<file path="config.mk">
export PLATFORM = sky130hd
export DESIGN_NAME = mmec_queue
export DESIGN_NICKNAME = d
export VERILOG_FILES = /design/src/rtl/mmec_pkg.sv /design/src/rtl/mmec_queue.sv
export SDC_FILE = /design/constraint.sdc
export NUM_CORES = 1
export LEC_CHECK = 0
export BUFFER_PORTS_ARGS = -buffer_cell sky130_fd_sc_hd__clkbuf_2
export CAP_MARGIN = 20
export CORE_AREA = 4 4 66 98
export CTS_BUF_LIST = sky130_fd_sc_hd__clkbuf_16
export DETAILED_ROUTE_END_ITERATION = 10
export DIE_AREA = 0 0 70 102
export PLACE_DENSITY = 0.77
export SYNTH_ARGS = -nofsm -noshare
export SYNTH_HDL_FRONTEND = slang
export SYNTH_SLANG_ARGS = --single-unit
</file>
<file path="constraint.sdc">
create_clock -name clk -period 3.06 [get_ports clk]
set_input_delay 0.612 -clock clk [delete_from_list [all_inputs] [get_ports clk]]
set_output_delay 0.612 -clock clk [all_outputs]
set_load 0.01 [all_outputs]
</file>
<file path="src/rtl/mmec_pkg.sv">
// ----------------------------------------------------------------------------
// mmec_pkg
// shared types and codes for the matrix multiply cell engine
// ----------------------------------------------------------------------------
package mmec_pkg;

    localparam int DIM_W   = 5;
    localparam int REQ_W   = 2;
    localparam int STAT_W  = 2;
    localparam int VALUE_W = 16;
    localparam int SUM_W   = 36;
    localparam int CFG_IDX_W = 3;

    // request codes
    localparam logic [REQ_W-1:0] REQ_WRITE_A = 2'd0;
    localparam logic [REQ_W-1:0] REQ_WRITE_B = 2'd1;
    localparam logic [REQ_W-1:0] REQ_READ    = 2'd2;

    // status codes
    localparam logic [STAT_W-1:0] STATUS_OK       = 2'd0;
    localparam logic [STAT_W-1:0] STATUS_MISMATCH = 2'd1;
    localparam logic [STAT_W-1:0] STATUS_RANGE    = 2'd2;

    // configuration register indexes
    localparam logic [CFG_IDX_W-1:0] CFG_A_ROWS = 3'd0;
    localparam logic [CFG_IDX_W-1:0] CFG_A_COLS = 3'd1;
    localparam logic [CFG_IDX_W-1:0] CFG_B_ROWS = 3'd2;
    localparam logic [CFG_IDX_W-1:0] CFG_B_COLS = 3'd3;

    localparam logic signed [31:0] EMPTY_MARK = -32'sd999;

    typedef struct packed {
        logic [REQ_W-1:0]          req_type;
        logic [DIM_W-1:0]          row_index;
        logic [DIM_W-1:0]          col_index;
        logic signed [VALUE_W-1:0] cell_value;
    } req_t;

    typedef struct packed {
        logic [STAT_W-1:0]       status;
        logic signed [SUM_W-1:0] product_value;
    } rsp_t;

    typedef struct packed {
        logic [DIM_W-1:0] a_rows;
        logic [DIM_W-1:0] a_cols;
        logic [DIM_W-1:0] b_rows;
        logic [DIM_W-1:0] b_cols;
    } dims_t;

    // classified request handed from front end to back end
    typedef struct packed {
        logic [REQ_W-1:0]          kind;
        logic [STAT_W-1:0]         status;
        logic [DIM_W-1:0]          row_index;
        logic [DIM_W-1:0]          col_index;
        logic [DIM_W-1:0]          term_count;
        logic signed [VALUE_W-1:0] cell_value;
    } cmd_t;

    typedef struct packed {
        logic clearing;
    } back_stat_t;

endpackage

</file>
<file path="src/rtl/mmec_queue.sv">
// ----------------------------------------------------------------------------
// mmec_queue
// two-entry command queue between front end and back end
// ----------------------------------------------------------------------------
module mmec_queue (
    input  logic           clk,
    input  logic           rst_n,
    input  logic           push_valid,
    output logic           push_ready,
    input  mmec_pkg::cmd_t push,
    output logic           pop_valid,
    input  logic           pop_ready,
    output mmec_pkg::cmd_t pop
);

    mmec_pkg::cmd_t entry_reg [2];
    logic [1:0] count_reg;
    logic [1:0] count_next;
    logic       wr_ptr_reg;
    logic       rd_ptr_reg;
    logic       do_push;
    logic       do_pop;

    assign push_ready = (count_reg != 2'd2);
    assign pop_valid  = (count_reg != 2'd0);
    assign pop        = entry_reg[rd_ptr_reg];
    assign do_push    = push_valid && push_ready;
    assign do_pop     = pop_valid && pop_ready;

    always_comb
    begin
        count_next = count_reg;
        if (do_push && !do_pop)
        begin
            count_next = count_reg + 2'd1;
        end
        else if (do_pop && !do_push)
        begin
            count_next = count_reg - 2'd1;
        end
    end

    always_ff @(posedge clk or negedge rst_n)
    begin
        if (!rst_n)
        begin
            count_reg  <= 2'd0;
            wr_ptr_reg <= 1'b0;
            rd_ptr_reg <= 1'b0;
        end
        else
        begin
            count_reg <= count_next;
            if (do_push)
            begin
                wr_ptr_reg <= !wr_ptr_reg;
            end
            if (do_pop)
            begin
                rd_ptr_reg <= !rd_ptr_reg;
            end
        end
    end

    always_ff @(posedge clk)
    begin
        if (do_push)
        begin
            entry_reg[wr_ptr_reg] <= push;
        end
    end

endmodule

</file>
==> results.py <==
metrics = {
    "outcome": {
        "outcome": "completed",
    },
    "worst_setup_path": {
        "crit_path_max_fanout": 24,
        "crit_required_ps": 2450,
        "reg2reg_depth": 2,
        "worstSetupStartpointType": "flip-flop",
        "arrival_ps": 1840,
        "timing.rr.end": "entry_reg[1][3]",
        "r2r-start": "count_reg[0]",
        "worst_setup_path_end_kind": "output port",
        "critical_path_class": "flip-flop to output port",
        "reg2reg_slack_ps": 1350,
    },
    "cts": {
        "clk_latency_ps": 320,
        "root_buffer": "clkbuf_16",
        "clk_pin_slew_ps": 50,
        "clock_path_buffers": 2,
        "ctsResizeCount": 0,
        "hold_buffers": 0,
        "htree_levels": 3,
        "cts_buffers": 9,
        "cts_tree": "built",
        "postCtsSetupRepairBufs": 0,
        "cts.sinks": 74,
    },
    "power_and_ir_drop": {
        "comb_power_share": 0.287,
        "p_sw_mw": 0.972,
        "clockPowerShare": 0.289,
        "pwr-share-seq": 0.424,
        "swShare": 0.267,
        "p_leak_nw": 1.49,
        "p_int_mw": 2.67,
        "peakVddDrop_mv": 0.802,
        "powerDensity_nw_per_um2": 1010,
    },
    "floorplan": {
        "die_x_um": 70,
        "ios": 76,
        "die_y_um": 102,
        "dieArea_um2": 7140,
        "rows": 34,
        "fp.coreArea_um2": 5700,
        "start_util": 0.504,
    },
    "place": {
        "placed_area_um2": 3310,
        "hpwlAfterDp_um": 3190,
        "io_buffers": 75,
        "placedCellCount": 273,
        "gp_congestion": 0.700,
    },
    "synth": {
        "netlist_top_cells_count": "edfxtp_1 (70), mux2_4 (29), mux2_2 (6)",
        "synth_ff_type": "edfxtp_1",
        "synthesis.area_um2": 2870,
        "synthCells": 127,
        "synthArstFlopShare": 0.0541,
        "ys_ff_latch": 74,
        "ys_types": 15,
        "synth_top_cell_area_share": 0.732,
        "ys_warn_count": 0,
        "synthTopCellsByArea": "edfxtp_1 (73%), mux2_4 (15%), dfrtp_1 (3.5%), mux2_2 (2.4%), buf_12 (2.1%)",
        "ys_seq_area_frac": 0.767,
        "syn_nets": 167,
        "syn_area_per_cell_um2": 22.6,
        "synth_top_cell_by_area": "edfxtp_1",
        "synth-edff-count": 70,
        "synthMostInstantiatedCell": "edfxtp_1",
    },
    "timing": {
        "slew_headroom": 0.437,
        "tightest_slew_ps": 844,
        "setup_tns_ps": 0,
        "rsz0062_at_grt": "no",
        "setup_viol_count_final": 0,
        "fmax_mhz": 409,
        "fin_worst_skew_ps": 2.58,
        "hold_ws_ps": 96.4,
        "report.final.slew_viol_count": 0,
        "fin_crit_sh": 0.800,
        "finalHoldViolCount": 0,
        "final.min_clock_period_ps": 2450,
    },
    "routing": {
        "vias": 1376,
        "drt_iter0_drc": 49,
        "ant_nets": 0,
        "drc": 0,
        "viasPerCell": 4.76,
        "wl_um": 4430,
        "drt_pass1_iterations": 4,
        "wl_per_cell_um": 15.3,
    },
    "hold_path": {
        "hp-class": "primary input to asynchronous set/reset pin",
    },
    "flow_run": {
        "drv_cap": 0,
    },
    "cells_and_area": {
        "nFillCells": 436,
        "largest_reg_flops": 70,
        "antenna_cells": 0,
        "fin_cells": 289,
        "final_nets": 252,
        "design_area_um2": 3620,
        "drive_gt1_frac": 0.594,
        "syn_to_final_growth_pct": 26.1,
    },
    "global_routing": {
        "antenna_found_initial": 0,
        "grt_pass1_vias": 1431,
        "grt_pass1_wl_um": 6770,
        "grt_overflow": 0,
        "grt_max_degree": 36,
        "grt_util_all_layers": 0.130,
    },
}
-- through the flow --
stage / util / power [mW] / worst slack, ps
floorplan: - / 2.33 / 451
global placement: 0.581 / 2.61 / 918
detailed placement: 0.581 / 2.64 / 916
CTS: 0.635 / 3.70 / 573
global route: 0.635 / 3.82 / 514
finish: 0.635 / 3.64 / 613
-- per-layer routing --
metal,up-vias,GRT usage,part of all wire
li1,663,-,-
met1,663,0.139,0.36
met2,41,0.223,0.56
met3,9,0.0413,0.055
met4,0,0.0782,0.024
met5,-,0,0
-- layout by cell type, fill, tap and decap left out, drive strengths merged --
cell type,instances
nand2,2
buf,3
xnor2,3
and3,1
dfrtp,4
clkinvlp,1
mux2,35
clkinv,4
nand2b,1
bufinv,2
xor2,2
ha,1
clkbuf,84
inv,1
nor2,2
or2,1
edfxtp,70
-- worst max-delay path, cell delays in order (launching register included) --
cell	delay [ps]
dfrtp_2	820
buf_12	250
mux2_4	310
clkbuf_2	130
-- layout make-up --
cell class	instances	area, µm²	area share
Clock inverter	7	83.8	0.0232
Multi-Input combinational cell	48	602	0.166
Sequential cell	74	2200	0.609
Clock buffer	9	225	0.0622
Inverter	1	3.75	0.00104
Tap cell	72	90.1	0.0249
Timing Repair Buffer	78	410	0.113
-- logic make-up (layout without fill, tap and decap cells) --
family                     count (synthesis)  count (layout)  synth area share
buffers and inverters                      5              95            0.0262
xor gates and xnor gates                   5               5            0.0153
adders and majority gates                  1               1           0.00436
and+or+nand+nor                            7               7            0.0118
muxes                                     35              35             0.175
DFF                                       74              74             0.767
-- power groups by stage --
stage / clock (mW) / sequential, mW / combinational [mW]
2_1_floorplan: 0 / 1.47 / 0.857
3_3_place_gp: 0 / 1.55 / 1.06
3_5_place_dp: 0 / 1.57 / 1.07
4_1_cts: 1.08 / 1.55 / 1.07
5_1_grt: 1.13 / 1.57 / 1.12
6_report: 1.05 / 1.54 / 1.04
-- how the worst max path moves through the flow --
stage,from,to,slack (ps),cells after the start
final,rd_ptr_reg,pop[25],610,3
after global routing,rd_ptr_reg,pop[24],510,3
after CTS,rd_ptr_reg,pop[24],570,3
after detailed placement,rd_ptr_reg,pop[24],920,3
after global placement,rd_ptr_reg,pop[24],920,3
after floorplan,push_valid,entry_reg[0][0],450,2
No activity file was read; power rests on OpenSTA's default activity.
