`config.mk`:
```
export PLATFORM = sky130hd
export DESIGN_NAME = mmec_front
export DESIGN_NICKNAME = d
export VERILOG_FILES = /design/src/rtl/mmec_pkg.sv /design/src/rtl/mmec_front.sv
export SDC_FILE = /design/constraint.sdc
export NUM_CORES = 1
export LEC_CHECK = 0
export ABC_AREA = 1
export BUFFER_PORTS_ARGS = -buffer_cell sky130_fd_sc_hd__buf_2
export CAP_MARGIN = 40
export CELL_PAD_IN_SITES_DETAIL_PLACEMENT = 0
export CELL_PAD_IN_SITES_GLOBAL_PLACEMENT = 2
export CORE_ASPECT_RATIO = 0.8
export CORE_MARGIN = 4
export CORE_UTILIZATION = 13
export DETAILED_ROUTE_END_ITERATION = 8
export PLACE_DENSITY_LB_ADDON = 0.1
export REMOVE_ABC_BUFFERS = 1
export SYNTH_ARGS = -nofsm -noshare
export SYNTH_HDL_FRONTEND = slang
export SYNTH_SLANG_ARGS = --single-unit
export TNS_END_PERCENT = 5
```
`constraint.sdc`:
```
create_clock -name clk -period 1.3 [get_ports clk]
set_input_delay 0.195 -clock clk [delete_from_list [all_inputs] [get_ports clk]]
set_output_delay 0.195 -clock clk [all_outputs]
set_load 0.02 [all_outputs]
```
`src/rtl/mmec_pkg.sv`:
```
// ----------------------------------------------------------------------------
// mmec_pkg
// shared types and codes for the matrix multiply cell engine
// ----------------------------------------------------------------------------
package mmec_pkg;

    localparam int DIM_W   = 5;
    localparam int REQ_W   = 2;
    localparam int STAT_W  = 2;
    localparam int VALUE_W = 16;
    localparam int SUM_W   = 36;
    localparam int CFG_IDX_W = 3;

    // request codes
    localparam logic [REQ_W-1:0] REQ_WRITE_A = 2'd0;
    localparam logic [REQ_W-1:0] REQ_WRITE_B = 2'd1;
    localparam logic [REQ_W-1:0] REQ_READ    = 2'd2;

    // status codes
    localparam logic [STAT_W-1:0] STATUS_OK       = 2'd0;
    localparam logic [STAT_W-1:0] STATUS_MISMATCH = 2'd1;
    localparam logic [STAT_W-1:0] STATUS_RANGE    = 2'd2;

    // configuration register indexes
    localparam logic [CFG_IDX_W-1:0] CFG_A_ROWS = 3'd0;
    localparam logic [CFG_IDX_W-1:0] CFG_A_COLS = 3'd1;
    localparam logic [CFG_IDX_W-1:0] CFG_B_ROWS = 3'd2;
    localparam logic [CFG_IDX_W-1:0] CFG_B_COLS = 3'd3;

    localparam logic signed [31:0] EMPTY_MARK = -32'sd999;

    typedef struct packed {
        logic [REQ_W-1:0]          req_type;
        logic [DIM_W-1:0]          row_index;
        logic [DIM_W-1:0]          col_index;
        logic signed [VALUE_W-1:0] cell_value;
    } req_t;

    typedef struct packed {
        logic [STAT_W-1:0]       status;
        logic signed [SUM_W-1:0] product_value;
    } rsp_t;

    typedef struct packed {
        logic [DIM_W-1:0] a_rows;
        logic [DIM_W-1:0] a_cols;
        logic [DIM_W-1:0] b_rows;
        logic [DIM_W-1:0] b_cols;
    } dims_t;

    // classified request handed from front end to back end
    typedef struct packed {
        logic [REQ_W-1:0]          kind;
        logic [STAT_W-1:0]         status;
        logic [DIM_W-1:0]          row_index;
        logic [DIM_W-1:0]          col_index;
        logic [DIM_W-1:0]          term_count;
        logic signed [VALUE_W-1:0] cell_value;
    } cmd_t;

    typedef struct packed {
        logic clearing;
    } back_stat_t;

endpackage

```
`src/rtl/mmec_front.sv`:
```
// ----------------------------------------------------------------------------
// mmec_front
// accepts requests, checks indexes and dimensions, queues commands
// ----------------------------------------------------------------------------
module mmec_front #(
    parameter int MAX_DIM = 16
) (
    input  logic                 clk,
    input  logic                 rst_n,
    input  logic                 req_valid,
    output logic                 req_ready,
    input  mmec_pkg::req_t       req,
    input  mmec_pkg::dims_t      dims,
    input  mmec_pkg::back_stat_t stat,
    output logic                 push_valid,
    input  logic                 push_ready,
    output mmec_pkg::cmd_t       push
);

    logic row_cell_ok;
    logic col_cell_ok;
    logic read_range_ok;
    logic keep;
    logic accept_seen_reg;

    assign row_cell_ok = (req.row_index != '0) &&
                         (32'(req.row_index) <= 32'(MAX_DIM));
    assign col_cell_ok = (req.col_index != '0) &&
                         (32'(req.col_index) <= 32'(MAX_DIM));
    assign read_range_ok = row_cell_ok && col_cell_ok &&
                           (req.row_index <= dims.a_rows) &&
                           (req.col_index <= dims.b_cols);

    always_comb
    begin
        keep = 1'b0;
        push = '0;
        push.kind       = req.req_type;
        push.row_index  = req.row_index;
        push.col_index  = req.col_index;
        push.cell_value = req.cell_value;
        push.status     = mmec_pkg::STATUS_OK;
        push.term_count = (32'(dims.a_cols) > 32'(MAX_DIM)) ?
                          mmec_pkg::DIM_W'(MAX_DIM) : dims.a_cols;
        case (req.req_type)
            mmec_pkg::REQ_WRITE_A,
            mmec_pkg::REQ_WRITE_B:
            begin
                keep = row_cell_ok && col_cell_ok;
            end
            mmec_pkg::REQ_READ:
            begin
                keep = 1'b1;
                // dimension check wins over the index check
                if (dims.a_cols != dims.b_rows)
                begin
                    push.status = mmec_pkg::STATUS_MISMATCH;
                end
                else if (!read_range_ok)
                begin
                    push.status = mmec_pkg::STATUS_RANGE;
                end
            end
            default:
            begin
                keep = 1'b0;
            end
        endcase
    end

    assign req_ready  = push_ready && !stat.clearing && accept_seen_reg;
    assign push_valid = req_valid && req_ready && keep;

    // holds off requests until this register is set after reset
    always_ff @(posedge clk or negedge rst_n)
    begin
        if (!rst_n)
        begin
            accept_seen_reg <= 1'b0;
        end
        else
        begin
            accept_seen_reg <= 1'b1;
        end
    end

endmodule

```
==> results_dict.tcl <==
set metrics [dict create \
    status "finished, violations left" \
    violations "negative setup slack" \
    dr_wl_met3_microns 281 \
    dr.pass1.iters 2 \
    nets 232 \
    min_path_type "input pin to output pin" \
    port_buffers 57 \
    irDropWorstVdd_mv 0.0760 \
    antenna_found_initial 0 \
    synth_top_area_share_pct 28.1 \
    crit_arrival_ns 1.18 \
    start_util_pct 13.6 \
    first_iter_violations 4 \
    wl_per_cell_microns 9.52 \
    drive_gt1_share_pct 61.1 \
    yosysTopAreaCell "buf_4" \
    synth_cells 128 \
    largest_reg_flops 1 \
    syn_area_sq_um 747 \
    most-common-layout-cells "buf_2, nand2_1, inv_1" \
    endpoint_kind "output pin" \
    period_share_pct 106 \
    clkPwrFrac_pct 0 \
    worstSetupPathType "input pin to output pin" \
    startpoint_type "input pin" \
    max_freq_mhz 726 \
    place_congestion 0.628 \
    finalMaxSlewViolations 0 \
    cap_viol_max_count 0 \
    grt_start_max_net_pins 5 \
    path_cells "buf_6 -> inv_2 -> ha_4 -> nand2_4 -> inv_1 -> nand2_1 -> nand3_1 -> nand2_1 -> nand3_2 -> nand2_2 -> inv_2 -> buf_6" \
    powerDensity_mw_per_mm2 343 \
    ys_types 17 \
    cp_num_buf_inv 5 \
    place_hpwl_microns 2010 \
    ys_seq_area_share_pct 3.35 \
    grt_pass1_wl_microns 3480 \
    crit_fanout 2 \
    wl_met2_microns 1180 \
    ant_nets 0 \
    yosys_warnings 0 \
    wl_met1_microns 877 \
    switchingPower_mw 0.206 \
    grt_pass1_vias 825 \
    ys_ff_latch 1 \
    fp.dieH_microns 75.8 \
    core_area_sq_mm 0.00550 \
    synth_area_leaders "buf_4, ha_1, nand2_1" \
    pwr-share-comb_pct 92.5 \
    finalNonFillerCells 245 \
    diodes 0 \
    dieArea_sq_mm 0.00703 \
    cpMaxStageDelayCell "ha_4" \
    critPathRequiredTime_ns 1.11 \
    postRouteWirelength_microns 2330 \
    power_mw 0.451 \
    min_period_ns 1.38 \
    power.internal_mw 0.245 \
    grt-ovfl-total 0 \
    vias_per_cell 3.40 \
    die_w_microns 92.8 \
    area_delta_synth_final_pct 75.9 \
    place_ws_ns -0.251 \
    critPathMaxStageDelay_ns 0.20 \
    syn_avg_cell_area_sq_um 5.84 \
    finalSetupViolations 2 \
    pin_count 90 \
    top_layer_used "met3" \
    worst_slack_ns -0.0779 \
    cp_top_family "simple AND/OR/NAND/NOR gates" \
    grt_setup_unrepaired "yes" \
    grt_usage_pct 5.84 \
    leakage_nw 0.694 \
    final_hold_viol_count 0 \
    switching_share_pct 45.6 \
    drc 0 \
    std_cell_rows 24 \
    via_count 833 \
    p_seq_share_pct 7.5 \
    mostFrequentLayoutCell "buf_2" \
    place_inst 243 \
]
power groups by stage:
stage | combinational (mW) | clock [mW] | sequential (mW)
final | 0.417 | 0 | 0.0337
after global routing | 0.464 | 0 | 0.0339
after CTS | 0.371 | 0 | 0.0337
after detailed placement | 0.291 | 0 | 0.0337
after global placement | 0.294 | 0 | 0.0339
after floorplan | 0.117 | 0 | 0.0336
stage by stage:
stage | util (%) | cell area (sq um) | hold WS, ns | setup TNS, ns
2_1_floorplan | - | 533 | -0.101 | 0
3_3_place_gp | 17.9 | 983 | -0.0310 | -0.407
3_5_place_dp | 17.9 | 983 | -0.0296 | -0.402
4_1_cts | 21.5 | 1180 | 0.390 | -0.230
5_1_grt | 23.9 | 1310 | 0.390 | -0.318
6_report | 23.9 | 1310 | 0.390 | -0.134
what timing repair did:
action	CTS	global route
resized for setup	36	32
pin swaps	13	14
setup endpoints to repair	2	2
setup buffers	0	1
hold endpoints to repair	1	0
hold buffers	1	0
path summary, 6_finish.rpt:
path	from	to	slack, ns	depth (start not counted)
min	req[0]	push[0]	0.39	0
min in group asynchronous	rst_n	accept_seen_reg	0.51	2
max in group asynchronous	rst_n	accept_seen_reg	0.70	2
max	dims[18]	push[32]	-0.08	12
per-layer routing:
layer | GRT usage, % | vias up
met5 | 0 | -
met4 | 0 | 0
met3 | 2.86 | 0
li1 | - | 429
met1 | 6.60 | 354
met2 | 10.8 | 50
logic make-up (layout without fill, tap and decap cells):
kind of cell | Yosys count | count (layout) | synth area share (%)
other | 1 | 1 | 0.502
AOI/OAI and AO/OA | 4 | 4 | 3.35
buffers and inverters | 55 | 94 | 41.7
xor gates and xnor gates | 4 | 4 | 4.69
and+or+nand+nor | 53 | 53 | 29.6
adders and majority gates | 10 | 10 | 16.8
DFF | 1 | 1 | 3.35
layout make-up:
class | instances | area, sq um
flip-flops and latches | 1 | 25.0
multi-input cells | 72 | 598
repair buffers | 68 | 493
fillers | 638 | 4180
well taps | 78 | 97.6
inverters | 26 | 100
synthesized netlist by cell type:
cell	number
nand3b_1	2
dfrtp_1	1
a21oi_2	1
ha_1	10
clkbuf_1	1
buf_4	28
a21oi_1	2
xnor2_1	1
conb_1	1
inv_2	1
xor2_1	3
a31oi_1	1
nor2_2	4
nand2_1	30
nor2_1	13
nand3_1	4
inv_1	25
Power figures use the tool's default switching activity.
